===== config.mk =====
export PLATFORM = sky130hd
export DESIGN_NAME = round_robin_slice_scheduler_top
export DESIGN_NICKNAME = d
export VERILOG_FILES = /design/src/rrs_pkg.sv /design/src/round_robin_slice_scheduler_top.sv /design/src/rrs_ram.sv /design/src/rrs_ctrl.sv /design/src/rrs_dpath.sv
export SDC_FILE = /design/constraint.sdc
export NUM_CORES = 1
export LEC_CHECK = 0
export BUFFER_PORTS_ARGS = -buffer_cell sky130_fd_sc_hd__clkbuf_2
export CORE_MARGIN = 4
export CORE_UTILIZATION = 55
export CTS_BUF_LIST = sky130_fd_sc_hd__clkbuf_4
export CTS_CLUSTER_SIZE = 24
export DETAILED_ROUTE_END_ITERATION = 8
export PLACE_DENSITY = 0.72
export SKIP_LAST_GASP = 1
export SYNTH_ARGS = -nofsm -noshare
export SYNTH_HDL_FRONTEND = slang
export SYNTH_SLANG_ARGS = --single-unit

===== constraint.sdc =====
create_clock -name clk_i -period 10.9 [get_ports clk_i]
set_clock_uncertainty 0.05 [all_clocks]
set_input_delay 0.545 -clock clk_i [delete_from_list [all_inputs] [get_ports clk_i]]
set_output_delay 0.545 -clock clk_i [all_outputs]
set_load 0.02 [all_outputs]

===== src/rrs_pkg.sv =====
package rrs_pkg;

  localparam int unsigned KIND_W = 2;
  localparam int unsigned TIME_W = 16;
  localparam int unsigned PID_W  = 5;

  localparam logic [KIND_W-1:0] KIND_CLEAR    = 2'd0;
  localparam logic [KIND_W-1:0] KIND_LOAD     = 2'd1;
  localparam logic [KIND_W-1:0] KIND_DISPATCH = 2'd2;

  // commands from the controller to the datapath
  typedef struct packed {
    logic clear;
    logic load;
    logic disp;
    logic scan;
  } rrs_cmd_t;

  // status from the datapath to the controller
  typedef struct packed {
    logic work_empty;
    logic hit;
  } rrs_sts_t;

endpackage


===== src/round_robin_slice_scheduler_top.sv =====
// Round-robin time-slice scheduler. Pulse start_i with kind_i to clear the table, append one
// burst (dropped when the table holds MAX_PROCESSES entries) or dispatch one slice. Clear and
// load take effect at the accepting edge and give no result, and busy_o stays low for them.
// A dispatch walks the table from the current position through a registered-read RAM, one entry
// per cycle, so it raises busy_o for longer the more finished entries precede the next one with
// work; valid_o then pulses for one cycle with the result. A dispatch with no work pending
// answers all done on the next cycle. The receiver cannot stall: sample the result while
// valid_o is high. A new request may be given in the cycle that valid_o is high. Write
// quantum only while no dispatch is in progress.
module round_robin_slice_scheduler_top
  import rrs_pkg::*;
#(
  parameter int unsigned MAX_PROCESSES = 16
) (
  input  logic              clk_i,
  input  logic              rst_ni,
  input  logic              start_i,
  output logic              busy_o,
  input  logic [KIND_W-1:0] kind_i,
  input  logic [TIME_W-1:0] burst_i,
  input  logic              quantum_we_i,
  input  logic [TIME_W-1:0] quantum_i,
  output logic              valid_o,
  output logic [PID_W-1:0]  process_id_o,
  output logic [TIME_W-1:0] ran_for_o,
  output logic              process_finished_o,
  output logic              all_done_o
);

  rrs_cmd_t cmd;
  rrs_sts_t sts;

  rrs_ctrl u_ctrl (
    .clk_i   (clk_i),
    .rst_ni  (rst_ni),
    .start_i (start_i),
    .kind_i  (kind_i),
    .sts_i   (sts),
    .cmd_o   (cmd),
    .busy_o  (busy_o),
    .valid_o (valid_o)
  );

  rrs_dpath #(
    .MAX_PROCESSES(MAX_PROCESSES)
  ) u_dpath (
    .clk_i              (clk_i),
    .rst_ni             (rst_ni),
    .cmd_i              (cmd),
    .sts_o              (sts),
    .burst_i            (burst_i),
    .quantum_we_i       (quantum_we_i),
    .quantum_i          (quantum_i),
    .process_id_o       (process_id_o),
    .ran_for_o          (ran_for_o),
    .process_finished_o (process_finished_o),
    .all_done_o         (all_done_o)
  );

endmodule


===== src/rrs_ram.sv =====
module rrs_ram #(
  parameter int unsigned WIDTH = 16,
  parameter int unsigned DEPTH = 16
) (
  input  logic                     clk_i,
  input  logic                     we_i,
  input  logic [$clog2(DEPTH)-1:0] waddr_i,
  input  logic [WIDTH-1:0]         wdata_i,
  input  logic [$clog2(DEPTH)-1:0] raddr_i,
  output logic [WIDTH-1:0]         rdata_o
);

  logic [WIDTH-1:0] mem_q [DEPTH];
  logic [WIDTH-1:0] rdata_q;

  always_ff @(posedge clk_i) begin
    if (we_i) begin
      mem_q[waddr_i] <= wdata_i;
    end
    rdata_q <= mem_q[raddr_i];
  end

  assign rdata_o = rdata_q;

endmodule


===== src/rrs_ctrl.sv =====
module rrs_ctrl
  import rrs_pkg::*;
(
  input  logic              clk_i,
  input  logic              rst_ni,
  input  logic              start_i,
  input  logic [KIND_W-1:0] kind_i,
  input  rrs_sts_t          sts_i,
  output rrs_cmd_t          cmd_o,
  output logic              busy_o,
  output logic              valid_o
);

  localparam logic [1:0] ST_IDLE = 2'd0;
  localparam logic [1:0] ST_SCAN = 2'd1;
  localparam logic [1:0] ST_RESP = 2'd2;

  logic [1:0] state_q, state_d;
  logic       accept;

  assign busy_o  = (state_q == ST_SCAN);
  assign valid_o = (state_q == ST_RESP);
  assign accept  = start_i && !busy_o;

  assign cmd_o.clear = accept && (kind_i == KIND_CLEAR);
  assign cmd_o.load  = accept && (kind_i == KIND_LOAD);
  assign cmd_o.disp  = accept && (kind_i == KIND_DISPATCH);
  assign cmd_o.scan  = (state_q == ST_SCAN);

  always_comb begin
    state_d = state_q;
    case (state_q)
      ST_IDLE, ST_RESP: begin
        if (cmd_o.disp) begin
          // nothing left to run: answer at once
          state_d = sts_i.work_empty ? ST_RESP : ST_SCAN;
        end else begin
          state_d = ST_IDLE;
        end
      end
      ST_SCAN: begin
        if (sts_i.hit) begin
          state_d = ST_RESP;
        end
      end
      default: begin
        state_d = ST_IDLE;
      end
    endcase
  end

  always_ff @(posedge clk_i or negedge rst_ni) begin
    if (!rst_ni) begin
      state_q <= ST_IDLE;
    end else begin
      state_q <= state_d;
    end
  end

`ifndef SYNTHESIS
  assert property (@(posedge clk_i) disable iff (!rst_ni)
    valid_o |-> $past(busy_o || (start_i && kind_i == KIND_DISPATCH)))
    else $error("result without a dispatch");
  assert property (@(posedge clk_i) disable iff (!rst_ni)
    $rose(busy_o) |-> $past(start_i && kind_i == KIND_DISPATCH && !sts_i.work_empty))
    else $error("scan started without pending work");
  assert property (@(posedge clk_i) disable iff (!rst_ni)
    (busy_o && sts_i.hit) |=> valid_o)
    else $error("hit not reported");
`endif

endmodule


===== src/rrs_dpath.sv =====
module rrs_dpath
  import rrs_pkg::*;
#(
  parameter int unsigned MAX_PROCESSES = 16
) (
  input  logic              clk_i,
  input  logic              rst_ni,
  input  rrs_cmd_t          cmd_i,
  output rrs_sts_t          sts_o,
  input  logic [TIME_W-1:0] burst_i,
  input  logic              quantum_we_i,
  input  logic [TIME_W-1:0] quantum_i,
  output logic [PID_W-1:0]  process_id_o,
  output logic [TIME_W-1:0] ran_for_o,
  output logic              process_finished_o,
  output logic              all_done_o
);

  localparam int unsigned IDX_W = $clog2(MAX_PROCESSES);
  localparam int unsigned CNT_W = $clog2(MAX_PROCESSES + 1);
  localparam logic [IDX_W-1:0] LAST_IDX = IDX_W'(MAX_PROCESSES - 1);
  localparam logic [CNT_W-1:0] FULL_CNT = CNT_W'(MAX_PROCESSES);

  logic [TIME_W-1:0]        quantum_q;
  logic [CNT_W-1:0]         loaded_q;
  logic [CNT_W-1:0]         work_q, work_d;
  logic [IDX_W-1:0]         scan_pos_q;
  logic [IDX_W-1:0]         addr_q;
  logic [IDX_W-1:0]         chk_idx_q;
  logic                     chk_vld_q;
  logic [MAX_PROCESSES-1:0] entry_vld_q;

  logic [PID_W-1:0]  pid_q;
  logic [TIME_W-1:0] ran_q;
  logic              fin_q;
  logic              done_q;

  logic              full;
  logic              do_load;
  logic              hit;
  logic [TIME_W-1:0] rd_data;
  logic [TIME_W-1:0] left;
  logic [TIME_W-1:0] q_eff;
  logic [TIME_W-1:0] slice;
  logic [TIME_W-1:0] left_new;
  logic              fin;
  logic [IDX_W:0]    pid_full;
  logic [IDX_W-1:0]  chk_next;
  logic [IDX_W-1:0]  addr_next;

  logic              ram_we;
  logic [IDX_W-1:0]  ram_waddr;
  logic [TIME_W-1:0] ram_wdata;

  assign full    = (loaded_q >= FULL_CNT);
  assign do_load = cmd_i.load && !full;

  // entries not loaded since the last clear read as zero
  assign left     = entry_vld_q[chk_idx_q] ? rd_data : '0;
  assign hit      = cmd_i.scan && chk_vld_q && (left != '0);
  assign q_eff    = (quantum_q == '0) ? TIME_W'(1) : quantum_q;
  assign slice    = (left < q_eff) ? left : q_eff;
  assign left_new = left - slice;
  assign fin      = (left_new == '0);
  assign pid_full = {1'b0, chk_idx_q} + (IDX_W + 1)'(1);
  assign chk_next = (chk_idx_q == LAST_IDX) ? '0 : chk_idx_q + IDX_W'(1);
  assign addr_next = (addr_q == LAST_IDX) ? '0 : addr_q + IDX_W'(1);

  assign sts_o.hit        = hit;
  assign sts_o.work_empty = (work_q == '0);

  assign ram_we    = do_load || hit;
  assign ram_waddr = cmd_i.load ? loaded_q[IDX_W-1:0] : chk_idx_q;
  assign ram_wdata = cmd_i.load ? burst_i : left_new;

  rrs_ram #(
    .WIDTH(TIME_W),
    .DEPTH(MAX_PROCESSES)
  ) u_ram (
    .clk_i   (clk_i),
    .we_i    (ram_we),
    .waddr_i (ram_waddr),
    .wdata_i (ram_wdata),
    .raddr_i (addr_q),
    .rdata_o (rd_data)
  );

  always_comb begin
    work_d = work_q;
    if (cmd_i.clear) begin
      work_d = '0;
    end else if (do_load && (burst_i != '0)) begin
      work_d = work_q + CNT_W'(1);
    end else if (hit && fin) begin
      work_d = work_q - CNT_W'(1);
    end
  end

  always_ff @(posedge clk_i or negedge rst_ni) begin
    if (!rst_ni) begin
      quantum_q   <= TIME_W'(1);
      loaded_q    <= '0;
      work_q      <= '0;
      scan_pos_q  <= '0;
      addr_q      <= '0;
      chk_idx_q   <= '0;
      chk_vld_q   <= 1'b0;
      entry_vld_q <= '0;
    end else begin
      if (quantum_we_i) begin
        quantum_q <= quantum_i;
      end
      work_q <= work_d;
      if (cmd_i.clear) begin
        loaded_q    <= '0;
        scan_pos_q  <= '0;
        entry_vld_q <= '0;
      end else if (do_load) begin
        loaded_q <= loaded_q + CNT_W'(1);
        entry_vld_q[loaded_q[IDX_W-1:0]] <= 1'b1;
      end
      if (cmd_i.disp) begin
        addr_q    <= scan_pos_q;
        chk_vld_q <= 1'b0;
      end else if (cmd_i.scan) begin
        // one read issued per cycle, checked in the next cycle
        addr_q    <= addr_next;
        chk_idx_q <= addr_q;
        chk_vld_q <= !hit;
      end
      if (hit) begin
        scan_pos_q <= chk_next;
      end
    end
  end

  always_ff @(posedge clk_i) begin
    if (cmd_i.disp && sts_o.work_empty) begin
      pid_q  <= '0;
      ran_q  <= '0;
      fin_q  <= 1'b0;
      done_q <= 1'b1;
    end else if (hit) begin
      pid_q  <= PID_W'(pid_full);
      ran_q  <= slice;
      fin_q  <= fin;
      done_q <= (work_d == '0);
    end
  end

  assign process_id_o       = pid_q;
  assign ran_for_o          = ran_q;
  assign process_finished_o = fin_q;
  assign all_done_o         = done_q;

`ifndef SYNTHESIS
  assert property (@(posedge clk_i) disable iff (!rst_ni)
    loaded_q <= FULL_CNT)
    else $error("load count beyond table size");
  assert property (@(posedge clk_i) disable iff (!rst_ni)
    work_q <= loaded_q)
    else $error("more pending entries than loaded");
  assert property (@(posedge clk_i) disable iff (!rst_ni)
    hit |-> (work_q != '0))
    else $error("hit while no work pending");
`endif

endmodule


==> summary.txt, run 1 <==
Run status
  – Outcome: completed

GRT
  – First-pass GRT wire length: 68000 um
  – Initial antenna violation count: 1
  – Vias in the first global route: 11449
  – Remaining global-route overflow: 0
  – Gr usage total: 0.272
  – Largest net degree at the start of global routing: 70

Finish
  – Fin nets: 1421
  – Share of layout cells above drive strength 1: 0.254
  – Layout area overhead: 12.7%
  – Final instance area: 0.0185 sq mm
  – Util after Layout: 0.636

Yosys
  – Top cells by area, synth: edfxtp_1, mux4_2, dfrtp_1, dfxtp_1, nor2_1
  – Cell Area, Synth: 0.0164 sq mm
  – Yosys reg bits: 352
  – Yosys top cell by area: edfxtp_1
  – Syn nets: 1299
  – Ys Warns: 0
  – Async set or reset register ratio after synthesis: 0.162
  – Post-synth EDFFs: 256
  – Ys flop type: edfxtp_1
  – Number of distinct library cells after synthesis: 91
  – Register area share after synthesis: 0.604
  – Synth top area share: 0.469
  – Syn Inst Count: 1231
  – Syn_area_per_cell: 13.3 sq um

Clock network
  – CTS clock-pin slew for the worst setup and hold paths: 70 ps
  – CTS root buffer: clkbuf_4
  – H-tree lvl count: 3
  – Clk_lat worst skew: 750 ps
  – CTS Buf Count: 89
  – Clock Sinks: 352
  – Post-CTS Setup Repair Bufs: 0
  – CTS tree: yes
  – Hold Buf Count CTS: 17
  – Post-CTS resize count: 0
  – Clock Tree Buf Depth: 3

Min path
  – Hold Path Class: input pin to flop

Floorplanning
  – # IOs: 63
  – Initial Util: 0.565
  – Die height: 181 um
  – Die X: 181 um
  – Die area: 0.0326 sq mm
  – Row Count: 62
  – Core area: 0.0290 sq mm

Critical path
  – Crit end category: flop
  – Buf+Inv Stages, Crit Path: 4
  – WP data arrival: 9810 ps
  – Worst path slowest cell: dfrtp_1
  – Critical path's largest stage delay: 730 ps
  – CP startpoint kind: flop
  – CP top delay family: compound AO/OA/AOI/OAI gates
  – Worst Path Required: 11520 ps
  – Max FO, Critical Path: 23
  – Crit path kind: flop to flop
  – Crit-path most repeated cell: nand2_1

STA
  – Worst Slack Setup Final: 1700 ps
  – Fmax: 109 MHz
  – Setup violators final: 0
  – Crit path time final: 9200 ps
  – Crit share post-route: 0.844
  – RSZ-0062 raised after global routing: false
  – Rel. slew slack: 0.195
  – Slew of the pin with the lowest slew margin: 1210 ps
  – Hold Violations, Final: 0
  – TNS Setup: 0 ps
  – Max Transition Viols Final: 0

Routing
  – Routed length per instance: 24.6 um
  – Via Count: 11359
  – DRC Markers: 0
  – Antenna Nets Post-Route: 0
  – Drt first-iter violations: 1412
  – Vias per inst: 6.29
  – DR pass1 iterations: 7
  – Final WL: 44300 um

Place
  – Area after DPL: 0.0172 sq mm
  – PortBufs: 62
  – Detailed Place HPWL: 29000 um
  – Final Wtd Congestion: 1.01
  – Post-placement worst setup slack: 1910 ps

Job
  – Max_cap viols: 0
## synth_stat cells, types with 13 or more instances
cell type / n
mux4_2: 80
nor3_1: 26
inv_1: 40
edfxtp_1: 256
dfrtp_1: 56
o21ai_0: 46
and2_1: 13
nor2_1: 122
a21oi_1: 54
a31oi_1: 34
ha_1: 29
a211oi_1: 20
xnor2_1: 20
clkbuf_1: 59
nand2_1: 96
dfxtp_1: 39
nand3_1: 27
## layer usage
layer	vias to the layer above	track usage	share of wire
met5	-	0	0
met4	0	0.115	0.043
met3	142	0.0549	0.082
met2	589	0.445	0.49
met1	5584	0.358	0.39
li1	5044	-	-
## worst min-delay path, cell delays in order
cell	delay (ps)
clkbuf_2	120
or3_1	240
nand3_1	110
nand2_1	70
## cells by family (layout without fill, tap and decap cells)
logic type	Yosys count	in the layout	synth area share
flops	352	352	0.604
mux	92	92	0.118
compound gates	248	248	0.105
buf+inv	121	310	0.0291
xor+xnor	29	29	0.0166
simple gates	357	357	0.102
fa+ha+maj	32	32	0.0246
other cells	0	1	0
## stage by stage
step | hold WS [ps] | instances
2_1_floorplan | 199 | 1231
3_3_place_gp | 396 | 1629
3_5_place_dp | 397 | 1629
4_1_cts | 267 | 1804
5_1_grt | 344 | 1805
6_report | 318 | 1805
## path summary, 6_finish.rpt
path	slack, ps	depth (start not counted)	to	start
max	1700	32	u_dpath.all_done_o	u_dpath.chk_idx_q[0]
min reg2reg	400	2	u_dpath.process_id_o[1]	u_dpath.process_id_o[1]
min	320	4	u_dpath.scan_pos_q[2]	kind_i[0]
min in group asynchronous	450	3	u_dpath.chk_idx_q[3]	rst_ni
max in group asynchronous	9770	3	u_dpath.addr_q[0]	rst_ni
max reg2reg	1700	32	u_dpath.all_done_o	u_dpath.chk_idx_q[0]
## registers in the layout, summed over array words and instances (netlist names), 4 cells and up
register               flops
u_dpath.quantum_q         16
u_dpath.u_ram.rdata_o     16
u_dpath.ran_for_o         16
u_dpath.entry_vld_q       16
u_dpath.process_id_o       5
u_dpath.work_q             5
u_dpath.scan_pos_q         4
u_dpath.addr_q             4
u_dpath.u_ram.mem_q      256
u_dpath.loaded_q           5
u_dpath.chk_idx_q          4
## cell usage in the layout, fill, tap and decap left out, types with 5 or more instances in the layout
cell           instances
edfxtp_1             256
clkbuf_4             130
nor2_1               107
nand2_1               96
mux4_2                80
clkbuf_2              62
dfrtp_1               54
a21oi_1               53
o21ai_0               46
inv_1                 40
dfxtp_1               39
a31oi_1               34
buf_4                 31
ha_1                  29
nand3_1               27
nor3_1                25
clkinv_1              21
xnor2_1               20
a211oi_1              20
dlygate4sd3_1         17
nor2_2                15
and2_1                13
nand4_1               12
o211ai_1              12
nor4_1                10
o31ai_1                9
and3_1                 9
nor2b_1                8
xor2_1                 8
or3_1                  7
mux2_2                 6
o22ai_1                6
nand2b_1               5
## cell type report
cell class | count | area [sq um]
multi-input combinational | 758 | 6080
timing repair buffer | 110 | 713
tap | 384 | 480
inverter | 42 | 158
clock buffer | 130 | 976
sequential | 352 | 9900
fill | 2205 | 10500
clock inverter | 28 | 158
antenna | 1 | 2.50
Power of run 1 is left out: the tool's default activity adds up to more than one toggle a clock period on the data nets, which glitch-free logic cannot reach.
==> run 2, diff against run 1 <==
PLACE_DENSITY = 0.75   (was 0.72)
clock period = 8.2 ns   (was 10.9 ns; I/O delays follow)
==> summary.txt, run 2 (synthesized netlist as in run 1, its figures left out) <==
Place
  – Post-placement worst setup slack: 120 ps (-1790 ps)
  – Final Wtd Congestion: 0.991 (-2.0%)
  – Detailed Place HPWL: 28000 um (-3.2%)
  – PortBufs: 62 (unchanged)

Finish
  – Util after Layout: 0.643 (+0.00617)
  – Commonest non-fill, non-tap cells in the layout: edfxtp_1, clkbuf_4, nor2_1, nand2_1, mux4_2
  – Fin nets: 1439 (+1.3%)
  – Layout area overhead: 13.8%
  – Fillcell total: 2177 (-1.3%)
  – Largest register by flop count: u_dpath.u_ram.mem_q
  – Share of layout cells above drive strength 1: 0.267 (+0.0131)
  – Largest register FFs: 256 (unchanged)
  – Commonest non-fill, non-tap cell in the layout: edfxtp_1

Critical path
  – WP data arrival: 8240 ps (-1570 ps)
  – Max FO, Critical Path: 18 (-22%)
  – Worst Path Required: 8800 ps (-2720 ps)
  – Worst path slowest cell: dfrtp_2
  – CP startpoint: u_dpath.chk_idx_q[0]
  – Crit path kind: flop to flop
  – Critical path's largest stage delay: 560 ps (-170 ps)
  – Worst r2r src: u_dpath.chk_idx_q[0]
  – Crit-path most repeated cell: nand2_1
  – R2R depth: 30 (-6.3%)
  – Worst reg2reg path endpoint: u_dpath.all_done_o
  – CP startpoint kind: flop
  – Crit end category: flop
  – R2r setup slk: 560 ps (-1140 ps)

STA
  – Rel. slew slack: 0.189 (-0.00537)
  – Crit share post-route: 0.932 (+0.0881)
  – Max Transition Viols Final: 0 (unchanged)
  – Slew of the pin with the lowest slew margin: 1210 ps (+3.70 ps)
  – Fmax: 131 MHz (+20%)
  – Worst Slack Setup Final: 560 ps (-1140 ps)
  – TNS Setup: 0 ps (unchanged)
  – Crit path time final: 7640 ps (-1560 ps)
  – Hold Violations, Final: 0 (unchanged)
  – Setup violators final: 0 (unchanged)

Floorplanning
  – Die area: 0.0326 sq mm (unchanged)
  – Die X: 181 um (unchanged)
  – # IOs: 63 (unchanged)
  – Die height: 181 um (unchanged)
  – Row Count: 62 (unchanged)
  – Core area: 0.0290 sq mm (unchanged)
  – Initial Util: 0.565 (unchanged)

Routing
  – Drt first-iter violations: 1261 (-11%)
  – Vias per inst: 6.29 (about the same)
  – Antenna Nets Post-Route: 0 (unchanged)
  – DR pass1 iterations: 7 (unchanged)
  – DRC Markers: 0 (unchanged)
  – Final WL: 42900 um (-3.1%)
  – Routed length per instance: 23.5 um (-4.2%)
  – Via Count: 11488 (+1.1%)

Min path
  – Hold Crit Endpoint: u_dpath.addr_q[2]
  – Hold Path Origin: kind_i[1]
  – Hold Path Depth: 3 (-1)
  – Hold Path Class: input pin to flop

Clock network
  – CTS root buffer: clkbuf_4
  – CTS Buf Count: 90 (+1.1%)
  – Clock Sinks: 352 (unchanged)
  – H-tree lvl count: 3 (unchanged)
  – CTS clock-pin slew for the worst setup and hold paths: 60 ps (about the same)
  – Clock Tree Buf Depth: 3 (unchanged)
  – Clk_lat worst skew: 760 ps (about the same)
  – CTS tree: yes

GRT
  – Initial antenna violation count: 1 (unchanged)
  – Gr usage total: 0.261 (-0.0111)
  – Largest net degree at the start of global routing: 70 (unchanged)
  – First-pass GRT wire length: 66000 um (-3.0%)
  – Vias in the first global route: 11464 (+0.13%)
  – Remaining global-route overflow: 0 (unchanged)

Job
  – Max_cap viols: 0 (unchanged)

Run status
  – Outcome: completed
==> run 2: cell count changes in the layout (fill, tap and decap cells not counted), moves of 2 or more <==
| cell | before | now |
|---|---|---|
| buf_4 | 31 | 48 |
| clkinv_2 | 1 | 4 |
| inv_12 | 0 | 3 |
| clkbuf_4 | 130 | 132 |
| clkinvlp_4 | 2 | 0 |
| inv_2 | 2 | 0 |
| inv_6 | 1 | 3 |
==> run 2: how the worst max path moves through the flow <==
| stage | cells after the start | end | slack [ps] |
|---|---|---|---|
| floorplan | 36 | u_dpath.all_done_o | 30 |
| global placement | 30 | u_dpath.all_done_o | 320 |
| detailed placement | 30 | u_dpath.all_done_o | 120 |
| CTS | 30 | u_dpath.all_done_o | 160 |
| global route | 30 | u_dpath.all_done_o | -20 |
| finish | 30 | u_dpath.all_done_o | 560 |
==> run 2: final cells by class <==
type                       count  area (sq um)  share of cell area
antenna                        1          2.50            0.000134
tap                          384           480              0.0258
inverter                      42           158             0.00846
sequential                   352          9900               0.531
clock inverter                29           179             0.00960
clock buffer                 132           991              0.0532
timing repair buffer         127           841              0.0451
multi-input combinational    758          6090               0.327
==> run 2: repair_timing <==
| item | 4_1_cts | 5_1_grt |
|---|---|---|
| resized for setup | 0 | 2 |
| buffers inserted | 0 | 2 |
| setup endpoints to repair | 0 | 4 |
| endpoints found under the hold margin | 72 | 0 |
| hold buffers | 17 | 0 |
==> run 2: stage by stage <==
step	std cells	instance area, sq um	hold WS, ps
floorplan	1231	16400	64.4
global route	1825	18600	164
global placement	1644	17300	395
CTS	1822	18600	124
detailed placement	1644	17300	397
finish	1825	18600	192
==> run 2: worst max-delay path, delay by kind of cell, from the launching register on <==
| kind | cells | cell delay [ps] |
|---|---|---|
| simple gates | 8 | 1670 |
| fa+ha+maj | 3 | 1000 |
| buf+inv | 3 | 330 |
| flops | 1 | 560 |
| mux | 1 | 390 |
| compound gates | 15 | 3560 |
==> run 2: metal layers <==
layer,part of all wire,track usage
met5,0,0
met4,0.031,0.0977
met3,0.085,0.0480
met1,0.39,0.354
met2,0.49,0.424
Power of run 2 is left out for the same reason.
